===== config.mk =====
export PLATFORM = sky130hd
export DESIGN_NAME = led_strip_pulse_frame_encoder
export DESIGN_NICKNAME = d
export VERILOG_FILES = /design/src/design/lspfe_pkg.sv /design/src/design/lspfe_ram.sv /design/src/design/lspfe_scale.sv /design/src/design/lspfe_tx.sv /design/src/design/led_strip_pulse_frame_encoder.sv
export SDC_FILE = /design/constraint.sdc
export NUM_CORES = 2
export LEC_CHECK = 0
export BUFFER_PORTS_ARGS = -buffer_cell sky130_fd_sc_hd__buf_2
export CORE_MARGIN = 1
export CORE_UTILIZATION = 50
export CTS_CLUSTER_DIAMETER = 100
export DETAILED_ROUTE_END_ITERATION = 10
export PLACE_DENSITY = 0.68
export SETUP_SLACK_MARGIN = 0.05
export SYNTH_ARGS = -nofsm -noshare
export SYNTH_HDL_FRONTEND = slang
export SYNTH_SLANG_ARGS = --single-unit

===== constraint.sdc =====
create_clock -name i_clk -period 13.4 [get_ports i_clk]
set_input_delay 2.68 -clock i_clk [delete_from_list [all_inputs] [get_ports i_clk]]
set_output_delay 2.68 -clock i_clk [all_outputs]
set_load 0.05 [all_outputs]

===== src/design/lspfe_pkg.sv =====
package lspfe_pkg;

    localparam int BITS_PER_LED = 24;
    localparam int LEAD_ZEROS   = 2;
    localparam int PCT_FULL     = 100;

    localparam logic [6:0] BRIGHT_RST    = 7'd100;
    localparam logic [7:0] DUTY_ONE_RST  = 8'd39;
    localparam logic [7:0] DUTY_ZERO_RST = 8'd21;

    // x / 100 == (x * 5243) >> 19 for every x below 25600
    localparam logic [12:0] RECIP_100   = 13'd5243;
    localparam int          RECIP_SHIFT = 19;

    typedef enum logic [2:0] {
        CMD_TICK       = 3'd0,
        CMD_WRITE      = 3'd1,
        CMD_FILL       = 3'd2,
        CMD_CLEAR_SEND = 3'd3,
        CMD_SEND       = 3'd4
    } t_cmd;

    typedef enum logic [1:0] {
        CFG_BRIGHTNESS = 2'd0,
        CFG_DUTY_ONE   = 2'd1,
        CFG_DUTY_ZERO  = 2'd2
    } t_cfg_idx;

    typedef enum logic [1:0] {
        ST_IDLE,
        ST_SCALE,
        ST_FILL,
        ST_COPY
    } t_state;

    typedef struct packed {
        logic start;
        logic tick;
        logic lat_we;
    } t_tx_ctl;

endpackage


===== src/design/lspfe_ram.sv =====
module lspfe_ram #(
    parameter int WIDTH  = 24,
    parameter int DEPTH  = 8,
    parameter int ADDR_W = (DEPTH > 1) ? $clog2(DEPTH) : 1
) (
    input  logic              i_clk,
    input  logic              i_we,
    input  logic [ADDR_W-1:0] i_waddr,
    input  logic [WIDTH-1:0]  i_wdata,
    input  logic [ADDR_W-1:0] i_raddr,
    output logic [WIDTH-1:0]  o_rdata
);

    logic [WIDTH-1:0] r_mem [DEPTH];
    logic [WIDTH-1:0] r_rdata;

    always_ff @(posedge i_clk) begin
        if (i_we) begin
            r_mem[i_waddr] <= i_wdata;
        end
        r_rdata <= r_mem[i_raddr];
    end

    assign o_rdata = r_rdata;

endmodule


===== src/design/lspfe_scale.sv =====
module lspfe_scale
    import lspfe_pkg::*;
(
    input  logic        i_clk,
    input  logic        i_rst_n,
    input  logic        i_start,
    input  logic [7:0]  i_red,
    input  logic [7:0]  i_green,
    input  logic [7:0]  i_blue,
    input  logic [6:0]  i_brightness,
    output logic        o_done,
    output logic [23:0] o_colour
);

    localparam int PROD_W  = 15;
    localparam int RECIP_W = PROD_W + 13;

    logic               r_busy;
    logic [1:0]         r_cnt;
    logic               r_done;
    logic [23:0]        r_in;
    logic [6:0]         r_br;
    logic [PROD_W-1:0]  r_prod;
    logic [23:0]        r_out;
    logic [RECIP_W-1:0] w_recip;
    logic [6:0]         w_br_sat;

    assign w_br_sat = (i_brightness > BRIGHT_RST) ? BRIGHT_RST : i_brightness;
    assign w_recip  = RECIP_W'(r_prod) * RECIP_W'(RECIP_100);

    // one colour byte per cycle: multiply by brightness, then divide by 100
    always_ff @(posedge i_clk) begin
        if (!i_rst_n) begin
            r_busy <= 1'b0;
            r_cnt  <= '0;
            r_done <= 1'b0;
        end else begin
            r_done <= r_busy && (r_cnt == 2'd3);
            if (i_start) begin
                r_busy <= 1'b1;
                r_cnt  <= '0;
            end else if (r_busy) begin
                r_cnt <= r_cnt + 2'd1;
                if (r_cnt == 2'd3) begin
                    r_busy <= 1'b0;
                end
            end
        end
    end

    always_ff @(posedge i_clk) begin
        if (i_start) begin
            r_in <= {i_green, i_red, i_blue};
            r_br <= w_br_sat;
        end else if (r_busy) begin
            r_prod <= PROD_W'(r_in[23:16] * r_br);
            r_in   <= {r_in[15:0], 8'd0};
            if (r_cnt != 2'd0) begin
                r_out <= {r_out[15:0], w_recip[RECIP_SHIFT +: 8]};
            end
        end
    end

    assign o_done   = r_done;
    assign o_colour = r_out;

endmodule


===== src/design/lspfe_tx.sv =====
module lspfe_tx
    import lspfe_pkg::*;
#(
    parameter int LEDS_PER_SET = 8,
    parameter int LW = (LEDS_PER_SET > 1) ? $clog2(LEDS_PER_SET) : 1
) (
    input  logic          i_clk,
    input  logic          i_rst_n,
    input  t_tx_ctl       i_ctl,
    input  logic [LW-1:0] i_lat_addr,
    input  logic [23:0]   i_lat_data,
    input  logic [7:0]    i_duty_one,
    input  logic [7:0]    i_duty_zero,
    output logic          o_sending,
    output logic          o_valid,
    output logic [7:0]    o_duty_word,
    output logic          o_frame_last
);

    localparam int FRAME_WORDS = LEAD_ZEROS + BITS_PER_LED * LEDS_PER_SET + 1;
    localparam int PW          = $clog2(FRAME_WORDS);

    localparam logic [PW-1:0] POS_LAST = PW'(FRAME_WORDS - 1);
    localparam logic [PW-1:0] POS_DATA = PW'(LEAD_ZEROS);
    localparam logic [PW-1:0] POS_PRE  = PW'(LEAD_ZEROS - 1);
    localparam logic [4:0]    BIT_LAST = 5'(BITS_PER_LED - 1);

    logic          r_sending;
    logic [PW-1:0] r_pos;
    logic [4:0]    r_bit;
    logic [LW-1:0] r_led;
    logic [23:0]   r_bits;
    logic          r_valid;
    logic [7:0]    r_word;
    logic          r_last;
    logic [23:0]   w_lat_rdata;
    logic          w_emit;
    logic          w_data;
    logic          w_is_last;
    logic          w_load;

    // frame copy of the selected set, read at the next led to be shifted out
    lspfe_ram #(
        .WIDTH (24),
        .DEPTH (LEDS_PER_SET),
        .ADDR_W(LW)
    ) u_latch (
        .i_clk  (i_clk),
        .i_we   (i_ctl.lat_we),
        .i_waddr(i_lat_addr),
        .i_wdata(i_lat_data),
        .i_raddr(r_led),
        .o_rdata(w_lat_rdata)
    );

    assign w_emit    = i_ctl.tick && r_sending;
    assign w_is_last = (r_pos == POS_LAST);
    assign w_data    = (r_pos >= POS_DATA) && !w_is_last;
    // preload the first led on the last lead zero, the next one after bit 23
    assign w_load    = (r_pos == POS_PRE) || (w_data && (r_bit == BIT_LAST));

    always_ff @(posedge i_clk) begin
        if (!i_rst_n) begin
            r_sending <= 1'b0;
            r_pos     <= '0;
            r_bit     <= '0;
            r_led     <= '0;
            r_valid   <= 1'b0;
        end else begin
            r_valid <= w_emit;
            if (i_ctl.start) begin
                r_sending <= 1'b1;
                r_pos     <= '0;
                r_bit     <= '0;
                r_led     <= '0;
            end else if (w_emit) begin
                if (w_is_last) begin
                    r_sending <= 1'b0;
                    r_pos     <= '0;
                end else begin
                    r_pos <= r_pos + 1'b1;
                end
                if (w_data) begin
                    r_bit <= (r_bit == BIT_LAST) ? 5'd0 : r_bit + 5'd1;
                end
                if (w_load) begin
                    r_led <= r_led + 1'b1;
                end
            end
        end
    end

    always_ff @(posedge i_clk) begin
        if (w_emit) begin
            r_last <= w_is_last;
            if (w_data) begin
                r_word <= r_bits[23] ? i_duty_one : i_duty_zero;
            end else begin
                r_word <= 8'd0;
            end
            if (w_load) begin
                r_bits <= w_lat_rdata;
            end else if (w_data) begin
                r_bits <= {r_bits[22:0], 1'b0};
            end
        end
    end

    assign o_sending    = r_sending;
    assign o_valid      = r_valid;
    assign o_duty_word  = r_word;
    assign o_frame_last = r_last;

endmodule


===== src/design/led_strip_pulse_frame_encoder.sv =====
// LED strip pulse frame encoder.
// Commands come in on start/busy: a command is taken at a clock edge with start
// high and busy low. Tick emits the next timer compare word of a running frame on
// o_duty_word / o_frame_last, strobed by o_valid for one cycle, in the cycle right
// after the tick is taken; a tick leaves the state idle, so the next command may follow at once.
// Write one LED: the colour passes through the byte-serial colour scaler (one byte per
// cycle, multiply then reciprocal divide); if the set was cleared since it was last
// filled, the whole row is then rewritten.
// Fill set: the scaler runs first, then one pixel memory write per cycle.
// Send and clear-and-send copy the set through the pixel memory read port into the
// frame latch; while a frame runs, clear-and-send only clears and stays idle.
// Words leave the frame shift register one bit per tick: 2 zero words, 24 words per
// LED, then a flagged trailing zero. The config channel (i_cfg_valid / o_cfg_ready)
// is always ready; the user must see that it is written only while the block is idle,
// which the block does not enforce. Reset is synchronous: the config registers go to
// their defaults, every pixel set reads as zero and no frame is running. There is no
// back pressure on the result side; a word is gone after its cycle.
module led_strip_pulse_frame_encoder
    import lspfe_pkg::*;
#(
    parameter int NUM_SETS     = 16,
    parameter int LEDS_PER_SET = 8
) (
    input  logic       i_clk,
    input  logic       i_rst_n,
    input  logic       start,
    output logic       busy,
    input  logic [2:0] i_cmd,
    input  logic [3:0] i_set_index,
    input  logic [2:0] i_led_index,
    input  logic [7:0] i_red,
    input  logic [7:0] i_blue,
    input  logic [7:0] i_green,
    output logic       o_valid,
    output logic [7:0] o_duty_word,
    output logic       o_frame_last,
    input  logic       i_cfg_valid,
    output logic       o_cfg_ready,
    input  logic [1:0] i_cfg_index,
    input  logic [7:0] i_cfg_data
);

    localparam int PIX_DEPTH = NUM_SETS * LEDS_PER_SET;
    localparam int PAW       = (PIX_DEPTH > 1) ? $clog2(PIX_DEPTH) : 1;
    localparam int SW        = (NUM_SETS > 1) ? $clog2(NUM_SETS) : 1;
    localparam int LW        = (LEDS_PER_SET > 1) ? $clog2(LEDS_PER_SET) : 1;
    localparam int CW        = $clog2(LEDS_PER_SET + 1);
    localparam int SEND_SET  = 1 % NUM_SETS;

    t_state              r_state, n_state;
    logic [SW-1:0]       r_set, n_set;
    logic [LW-1:0]       r_led, n_led;
    logic                r_fill, n_fill;
    logic [CW-1:0]       r_idx, n_idx;
    logic [NUM_SETS-1:0] r_set_valid, n_set_valid;
    logic [6:0]          r_brightness;
    logic [7:0]          r_duty_one;
    logic [7:0]          r_duty_zero;

    t_cmd          w_cmd;
    logic          w_accept;
    logic          w_set_ok;
    logic          w_led_ok;
    logic          w_sc_start;
    logic          w_sc_done;
    logic [23:0]   w_colour;
    logic [PAW-1:0] w_base;
    logic          w_pix_we;
    logic [PAW-1:0] w_pix_waddr;
    logic [23:0]   w_pix_wdata;
    logic [PAW-1:0] w_pix_raddr;
    logic [23:0]   w_pix_rdata;
    logic [LW-1:0] w_lat_addr;
    logic [23:0]   w_lat_data;
    t_tx_ctl       w_tx_ctl;
    logic          w_sending;

    assign busy        = (r_state != ST_IDLE);
    assign o_cfg_ready = 1'b1;
    assign w_accept    = start && !busy;
    assign w_cmd       = t_cmd'(i_cmd);
    assign w_set_ok    = int'(i_set_index) < NUM_SETS;
    assign w_led_ok    = int'(i_led_index) < LEDS_PER_SET;
    assign w_base      = PAW'(int'(r_set) * LEDS_PER_SET);
    assign w_pix_raddr = w_base + PAW'(r_idx);
    assign w_lat_addr  = LW'(r_idx - 1'b1);
    // a set cleared since its last fill reads as black
    assign w_lat_data  = r_set_valid[r_set] ? w_pix_rdata : 24'd0;

    always_ff @(posedge i_clk) begin
        if (!i_rst_n) begin
            r_brightness <= BRIGHT_RST;
            r_duty_one   <= DUTY_ONE_RST;
            r_duty_zero  <= DUTY_ZERO_RST;
        end else if (i_cfg_valid && o_cfg_ready) begin
            unique case (i_cfg_index)
                CFG_BRIGHTNESS: r_brightness <= i_cfg_data[6:0];
                CFG_DUTY_ONE:   r_duty_one   <= i_cfg_data;
                CFG_DUTY_ZERO:  r_duty_zero  <= i_cfg_data;
                default: ;
            endcase
        end
    end

    always_ff @(posedge i_clk) begin
        if (!i_rst_n) begin
            r_state     <= ST_IDLE;
            r_set_valid <= '0;
            r_idx       <= '0;
        end else begin
            r_state     <= n_state;
            r_set_valid <= n_set_valid;
            r_idx       <= n_idx;
        end
    end

    always_ff @(posedge i_clk) begin
        r_set  <= n_set;
        r_led  <= n_led;
        r_fill <= n_fill;
    end

    always_comb begin
        n_state     = r_state;
        n_set       = r_set;
        n_led       = r_led;
        n_fill      = r_fill;
        n_idx       = r_idx;
        n_set_valid = r_set_valid;
        w_sc_start  = 1'b0;
        w_pix_we    = 1'b0;
        w_pix_waddr = w_base + PAW'(r_idx);
        w_pix_wdata = (r_fill || (LW'(r_idx) == r_led)) ? w_colour : 24'd0;
        w_tx_ctl    = '0;
        unique case (r_state)
            ST_IDLE: begin
                if (w_accept) begin
                    unique case (w_cmd)
                        CMD_TICK: w_tx_ctl.tick = 1'b1;
                        CMD_WRITE: begin
                            if (w_set_ok && w_led_ok) begin
                                w_sc_start = 1'b1;
                                n_set      = SW'(i_set_index);
                                n_led      = LW'(i_led_index);
                                n_fill     = 1'b0;
                                n_state    = ST_SCALE;
                            end
                        end
                        CMD_FILL: begin
                            if (w_set_ok) begin
                                w_sc_start = 1'b1;
                                n_set      = SW'(i_set_index);
                                n_fill     = 1'b1;
                                n_state    = ST_SCALE;
                            end
                        end
                        CMD_CLEAR_SEND: begin
                            n_set_valid = '0;
                            if (!w_sending) begin
                                n_set   = SW'(SEND_SET);
                                n_idx   = '0;
                                n_state = ST_COPY;
                            end
                        end
                        CMD_SEND: begin
                            if (w_set_ok && !w_sending) begin
                                n_set   = SW'(i_set_index);
                                n_idx   = '0;
                                n_state = ST_COPY;
                            end
                        end
                        default: ;
                    endcase
                end
            end
            ST_SCALE: begin
                if (w_sc_done) begin
                    n_idx = '0;
                    if (!r_fill && r_set_valid[r_set]) begin
                        w_pix_we    = 1'b1;
                        w_pix_waddr = w_base + PAW'(r_led);
                        w_pix_wdata = w_colour;
                        n_state     = ST_IDLE;
                    end else begin
                        n_state = ST_FILL;
                    end
                end
            end
            ST_FILL: begin
                w_pix_we = 1'b1;
                n_idx    = r_idx + 1'b1;
                if (r_idx == CW'(LEDS_PER_SET - 1)) begin
                    n_set_valid[r_set] = 1'b1;
                    n_state            = ST_IDLE;
                end
            end
            ST_COPY: begin
                // the pixel memory read is registered, so the latch write trails the read
                w_tx_ctl.lat_we = (r_idx != '0);
                n_idx           = r_idx + 1'b1;
                if (r_idx == CW'(LEDS_PER_SET)) begin
                    w_tx_ctl.start = 1'b1;
                    n_state        = ST_IDLE;
                end
            end
            default: n_state = ST_IDLE;
        endcase
    end

    lspfe_scale u_scale (
        .i_clk       (i_clk),
        .i_rst_n     (i_rst_n),
        .i_start     (w_sc_start),
        .i_red       (i_red),
        .i_green     (i_green),
        .i_blue      (i_blue),
        .i_brightness(r_brightness),
        .o_done      (w_sc_done),
        .o_colour    (w_colour)
    );

    lspfe_ram #(
        .WIDTH (24),
        .DEPTH (PIX_DEPTH),
        .ADDR_W(PAW)
    ) u_pixels (
        .i_clk  (i_clk),
        .i_we   (w_pix_we),
        .i_waddr(w_pix_waddr),
        .i_wdata(w_pix_wdata),
        .i_raddr(w_pix_raddr),
        .o_rdata(w_pix_rdata)
    );

    lspfe_tx #(
        .LEDS_PER_SET(LEDS_PER_SET),
        .LW          (LW)
    ) u_tx (
        .i_clk       (i_clk),
        .i_rst_n     (i_rst_n),
        .i_ctl       (w_tx_ctl),
        .i_lat_addr  (w_lat_addr),
        .i_lat_data  (w_lat_data),
        .i_duty_one  (r_duty_one),
        .i_duty_zero (r_duty_zero),
        .o_sending   (w_sending),
        .o_valid     (o_valid),
        .o_duty_word (o_duty_word),
        .o_frame_last(o_frame_last)
    );

    a_word_from_tick: assert property (@(posedge i_clk) disable iff (!i_rst_n)
        o_valid |-> $past(start && !busy && (i_cmd == CMD_TICK)))
        else $error("result word without a tick request");

    a_last_ends_frame: assert property (@(posedge i_clk) disable iff (!i_rst_n)
        (o_valid && o_frame_last) |-> !w_sending)
        else $error("frame still running after its last word");

    a_copy_when_quiet: assert property (@(posedge i_clk) disable iff (!i_rst_n)
        (r_state == ST_COPY) |-> !w_sending)
        else $error("frame latch overwritten during a running frame");

    a_scale_owned: assert property (@(posedge i_clk) disable iff (!i_rst_n)
        w_sc_done |-> (r_state == ST_SCALE))
        else $error("colour scaler finished outside a write request");

endmodule


# --- Word-level counts from Yosys, hierarchy flattened ---
# Memory sizes are Yosys's and may differ from the RTL's. A register that Yosys moved wholly into a read port is not among the register bits.
# Cells that the tools add are included.
word_totals:
  reg_bits: 178
  ramBits: 3264
  out_inout_bits: 12
  mem_count: 2
op_classes:
  n_addsub: 8
  mul: 2
  order_cmp: 4
  eq_ne: 27
  mux: 62
  bitwise_logic: 3
  reduce_logical: 45
mem_list:
  columns: ["memory", "depth", "width", "rd", "rd_ports_with_merged_regs", "write_ports", "line_no", "text"]
  rows:
  - ["u_pixels.r_mem", 128, 24, 1, 1, 1, "lspfe_ram.sv:14", "logic [WIDTH-1:0] r_mem [DEPTH];"]
  - ["u_tx.u_latch.r_mem", 8, 24, 1, 1, 1, "lspfe_ram.sv:14", null]
op_table:
  columns: ["operator", "n"]
  rows:
  - ["two-way mux 24 bit", 9]
  - ["two-way mux 16 bit", 3]
  - ["one-hot mux 16 bit (2 select lines)", 1]
  - ["multiplier 15 x 13 -> 27 bit, second input constant", 1]
  - ["two-way mux 4 bit", 6]
  - ["one-hot mux 4 bit (3 select lines)", 2]
  - ["two-way mux 1 bit", 23]
  - ["two-way mux 7 bit", 3]
  - ["two-way mux 8 bit", 2]
  - ["OR 16 bit", 1]
  - ["AND reduction 2 bit", 8]
  - ["nonzero test 2 bit", 8]
  - ["multiplier 8 x 7 -> 15 bit", 1]
  - ["inequality test 2 bit, second input constant", 7]
  - ["two-way mux 2 bit", 6]
  - ["OR reduction 2 bit", 5]
  - ["AND reduction 3 bit", 3]
  - ["adder 8 x 1 -> 8 bit, second input constant", 1]
  - ["equality test 2 bit, second input constant", 4]
  - ["equality test 8 x 1 -> 1 bit, second input constant", 1]
  - ["equality test 8 bit, second input constant", 1]
  - ["greater-or-equal comparator 8 x 2 -> 1 bit, second input constant", 1]
  - ["one-hot mux 2 bit (4 select lines)", 1]
  - ["AND reduction 4 bit", 2]
  - ["other kinds (35)", 51]

# --- Logic depth before layout (Yosys ltp) ---
depth:
  word_depth: 8
  depth_mapped: 17
  depth_no_buf: 17

# --- Cells and area by module ---
# From an unflattened synthesis, not the netlist that was laid out.
unflattened:
  hier_cells: 6061
  area_unflattened_um2: 138422.8
modules_own_cells:
  columns: ["mod", "n_inst", "cells_per_inst", "area_per_inst_um2", "seq_area_each_um2"]
  rows:
  - ["lspfe_ram (u_pixels)", 1, 4538, 117381.3, 92728.9]
  - ["lspfe_scale", 1, 689, 7852.5, 2182.1]
  - ["lspfe_ram (u_tx.u_latch)", 1, 314, 7797.5, 6246.0]
  - ["led_strip_pulse_frame_encoder", 1, 337, 2994.1, 1141.1]
  - ["lspfe_tx", 1, 183, 2397.3, 1351.3]

# --- Worst setup path after synthesis ---
# Ideal clock, no wire load.
synth_path:
  path_kind: "reg-to-reg"
  from: "register r_set[0]"
  to: "memory u_pixels.r_mem[0][16] (data pin)"
  setup_time_ns: 0.832
  arrival_time_ns: 4.948
  t_required_ns: 12.568
  slack_ns: 7.620
  path_stages_with_launch: 9
  n_path_buf: 2
  path_cell_list: "edfxtp_1 buf_4 mux4_2 mux2i_4 mux2_4 nor2_1 a311oi_1 buf_2 nor2b_1"
synth_via:
  elab_chain_len: 6
synth_lines:
  columns: ["element", "line_no", "text"]
  rows:
  - ["start, declared", "led_strip_pulse_frame_encoder.sv:51", "logic [SW-1:0] r_set, n_set;"]
  - ["start signal, assigned", "led_strip_pulse_frame_encoder.sv:118", "r_set <= n_set;"]
  - ["binary-select mux 1 bit (select 4 bit)", "led_strip_pulse_frame_encoder.sv:179", "if (!r_fill && r_set_valid[r_set]) begin"]
  - ["two-way mux 1 bit (not written as such)", "led_strip_pulse_frame_encoder.sv:179", null]
  - ["logical AND 1 bit", "led_strip_pulse_frame_encoder.sv:179", null]
  - ["two-way mux 24 bit", "led_strip_pulse_frame_encoder.sv:179", null]
  - ["two-way mux 24 bit", "led_strip_pulse_frame_encoder.sv:177", "if (w_sc_done) begin"]
  - ["two-way mux 24 bit", "led_strip_pulse_frame_encoder.sv:135", "unique case (r_state)"]
  - ["via u_pixels.i_wdata[16]", "lspfe_ram.sv:9", "input logic [WIDTH-1:0] i_wdata,"]
  - ["end, declared", "lspfe_ram.sv:14", null]
# The timed path passes the listed nets, and every way through them passes these cells. The select of a mux whose other input is x is not followed.

# --- Final worst setup path ---
layout_path:
  from: "register r_idx[0]"
  to: "register u_pixels.r_rdata[0], in the netlist u_pixels.o_rdata[0], read port of u_pixels.r_mem"
layout_via:
  elab_chain_len: 1
layout_lines:
  columns: ["element", "line_no", "text"]
  rows:
  - ["start, declared", "led_strip_pulse_frame_encoder.sv:54", "logic [CW-1:0] r_idx, n_idx;"]
  - ["start signal, assigned", "led_strip_pulse_frame_encoder.sv:113", "r_idx <= n_idx;"]
  - ["adder 7 x 4 -> 7 bit", "led_strip_pulse_frame_encoder.sv:85", "assign w_pix_raddr = w_base + PAW'(r_idx);"]
  - ["end, declared", "lspfe_ram.sv:15", "logic [WIDTH-1:0] r_rdata;"]
# Every way passes these cells.
# A chain may end at the register's enable or synchronous reset.

==> summary.txt <==
Outcome: finished clean
Starting DRT DRC Count: 9222
Largest net degree at the start of global routing: 154
Synth top cells by count: edfxtp_1 (3375), mux4_2 (1012), inv_1 (210)
Seq/Total Area, Yosys: 74.9%
Cell family with most CP delay: buffers and inverters
Number of remaining DRC errors: 0
Reg clk slew, reported paths: 60 ps
Netlist cell types: 65
CP peak stage delay: 860 ps
CP dominant cell by count: buf_4
Static Leakage: 48.9 nW
Placed wire-length estimate: 186000 µm
FF+latch area: 0.104 mm²
Hold path startpoint: u_scale.o_colour[5]
CP max FO: 46
Depth of the worst register-to-register path: 7
Syn avg cell area: 22.3 µm²
Pre-CTS setup slack: 7260 ps
FP Rows: 192
Async set-or-reset flop fraction in the synthesized netlist: 0%
Initial antenna violation count: 20
Synth top area cells: edfxtp_1 (73%), mux4_2 (16%), dfxtp_1 (1.7%), fa_1 (1.4%), ha_1 (1.3%)
Hold Crit Class: reg -> reg
Mapped cell area: 0.138 mm²
Initial core utilization: 50.4%
Crit-path cells: buf_4, buf_4, buf_4, mux4_2, mux4_2, mux2i_1, a221oi_1
RSZ-0062 raised after global routing: no
Via/cell ratio: 6.30
Die W: 528 µm
Final Max Slew Viols: 0
CTS Buffer Depth: 4
First-pass GRT wire length: 487000 µm
Gr ovfl total: 0
Die Ht: 528 µm
GRT Total Usage: 24.5%
Cts bufs inserted: 353
Layout cells sized above 1: 30.5%
PnR worst setup slack: 7380 ps
Skew-Pair Late Insertion Delay: 920 ps
Seq cells post-synth: 3490
Buf/Inv on CP: 3
Final period util: 44.9%
Crit path kind: reg -> reg
Post-synthesis cell type with the largest combined area: edfxtp_1
Synth Flop Type: edfxtp_1
Hold Path Depth: 0
Mapped Nets: 6499
DRT Pass-1 Iters: 8
Worst clock skew: 66.0 ps
Number of synthesized flops with an enable pin: 3375
Fmax: 166 MHz
Hold_buf cts: 0
CP Launch Type: flop
Final Hold Fails: 0
FILL cells: 19500
I/O pin cnt: 60
Setup slack, reg-to-reg: 7380 ps
Worst r2r dst: u_pixels.o_rdata[0]
Setup TNS: 0 ps
CTS Sinks: 3490
Worst-margin pin slew: 1380 ps
# setup viols final: 0
IO buf count: 58
Cells after synthesis: 6207
Multi-input logic area: 0.0337 mm²
Max-cap viol count: 0
Most common cell in the netlist: edfxtp_1
Worst path required time: 14110 ps
Final ANT Viol Nets: 0
Routability cong.: 0.861
Worst r2r src: r_idx[0]
# resized after CTS: 0
Vias in the first global route: 66800
Worst vdd rail ir drop: 442 µV
H-tree Lvls: 5
Final Net Count: 6825
CORE AREA: 0.275 mm²
Endpoint, Worst Hold: u_scale.o_colour[13]
Power Density: 174 mW/mm²
Max_slew headroom: 7.71%
WL final: 340000 µm
Routed WL per cell: 32.3 µm
Critical Path AT: 6730 ps
Area grow syn2layout: 13.0%
Die area: 0.279 mm²
Fin crit period: 6020 ps
Ys Warns: 0
Slowest CP cell: dfxtp_4
Crit end category: flop
Root Buffer: clkbuf_16
Vias: 66300
CTS tree: yes
Post-CTS Setup Repair Bufs: 0
Yosys top cell area share: 73.2%
worst max path at each step:
| stage | depth (start not counted) | slack [ps] | startpoint | to |
|---|---|---|---|---|
| 5_1_grt | 7 | 7060 | r_idx[0] | u_pixels.o_rdata[0] |
| 3_5_place_dp | 7 | 7260 | r_idx[0] | u_pixels.o_rdata[14] |
| 3_3_place_gp | 7 | 7280 | r_idx[0] | u_pixels.o_rdata[14] |
| 4_1_cts | 7 | 7250 | r_idx[0] | u_pixels.o_rdata[14] |
| 6_report | 7 | 7380 | r_idx[0] | u_pixels.o_rdata[0] |
| 2_1_floorplan | 8 | 7620 | r_set[0] | u_pixels.r_mem[0][16] |
registers in the layout, summed over array words and instances (netlist names), 4 cells and up:
signal	flops
r_set_valid	16
u_tx.o_duty_word	8
u_tx.u_latch.r_mem	192
r_brightness	7
u_scale.r_br	7
u_pixels.r_mem	3072
r_duty_one	8
u_tx.u_latch.o_rdata	24
r_duty_zero	8
u_pixels.o_rdata	24
u_tx.r_bit	5
u_scale.r_prod	15
u_tx.r_bits	24
u_scale.r_in	24
u_scale.o_colour	24
u_tx.r_pos	8
r_set	4
r_idx	4
routing by layer:
metal  vias to the layer above  wire [µm]  track usage (%)  share of wire, %
met2                      3656     159000             37.7                47
met4                         6      13500             9.47               4.0
met3                       525      32900             4.09               9.7
li1                      26500          -                -                 -
met1                     35600     135000             35.5                40
met5                         -         47                0             0.014
area by class of cell:
class                      count  share of cell area (%)
clock buffer                 439                    5.99
antenna                       19                  0.0304
sequential                  3490                    66.2
timing repair buffer         282                    1.32
multi-input combinational   2196                    21.5
clock inverter               201                    1.44
inverter                     210                   0.504
tap                         3686                    2.95
logic make-up (layout without fill, tap and decap cells):
group | Yosys count | count (layout) | share of synthesized area, %
flops | 3490 | 3490 | 74.9
mux | 1185 | 1185 | 17.8
simple gates | 548 | 548 | 1.91
buf+inv | 521 | 1132 | 1.52
fa+ha+maj | 244 | 244 | 2.73
compound gates | 176 | 176 | 0.908
xor+xnor | 42 | 42 | 0.266
other cells | 1 | 20 | 0.00271
per-stage QoR:
| stage | area (µm²) | hold slack [ps] | util, % | power [mW] | instances |
|---|---|---|---|---|---|
| after global placement | 145000 | 441 | 52.7 | 17.7 | 9864 |
| after detailed placement | 145000 | 445 | 52.7 | 17.6 | 9864 |
| after floorplan | 138000 | 418 | - | 16.1 | 6207 |
| after global routing | 156000 | 477 | 57.0 | 28.5 | 10500 |
| final | 156000 | 466 | 57.0 | 27.3 | 10500 |
| after CTS | 156000 | 461 | 57.0 | 27.4 | 10500 |
layout by cell type (no fill, tap or decap), drive strengths merged, types with 5 or more instances in the layout:
| cell | n |
|---|---|
| edfxtp | 3375 |
| mux4 | 1012 |
| clkbuf | 439 |
| buf | 282 |
| inv | 221 |
| nor2 | 148 |
| ha | 147 |
| clkinv | 138 |
| nand2 | 127 |
| dfxtp | 115 |
| mux2i | 108 |
| fa | 97 |
| nor3 | 89 |
| mux2 | 65 |
| and2 | 54 |
| nor2b | 50 |
| a21oi | 43 |
| bufinv | 42 |
| xnor2 | 28 |
| a32o | 24 |
| a221oi | 24 |
| o21ai | 24 |
| diode | 19 |
| xor2 | 14 |
| nand3 | 12 |
| or2 | 11 |
| clkinvlp | 10 |
| a31oi | 10 |
| nand2b | 9 |
| nor4 | 9 |
| nand4 | 8 |
| o31ai | 8 |
| o21a | 7 |
| and3 | 7 |
| a21o | 6 |
| or4 | 5 |
| nand3b | 5 |
power breakdown:
part           internal [mW]  switching, mW  total [mW]
clock network           5.79           4.11        9.90
logic                   2.15           2.93        5.08
registers               12.2          0.139        12.3
(Power assumes the default switching activity.)
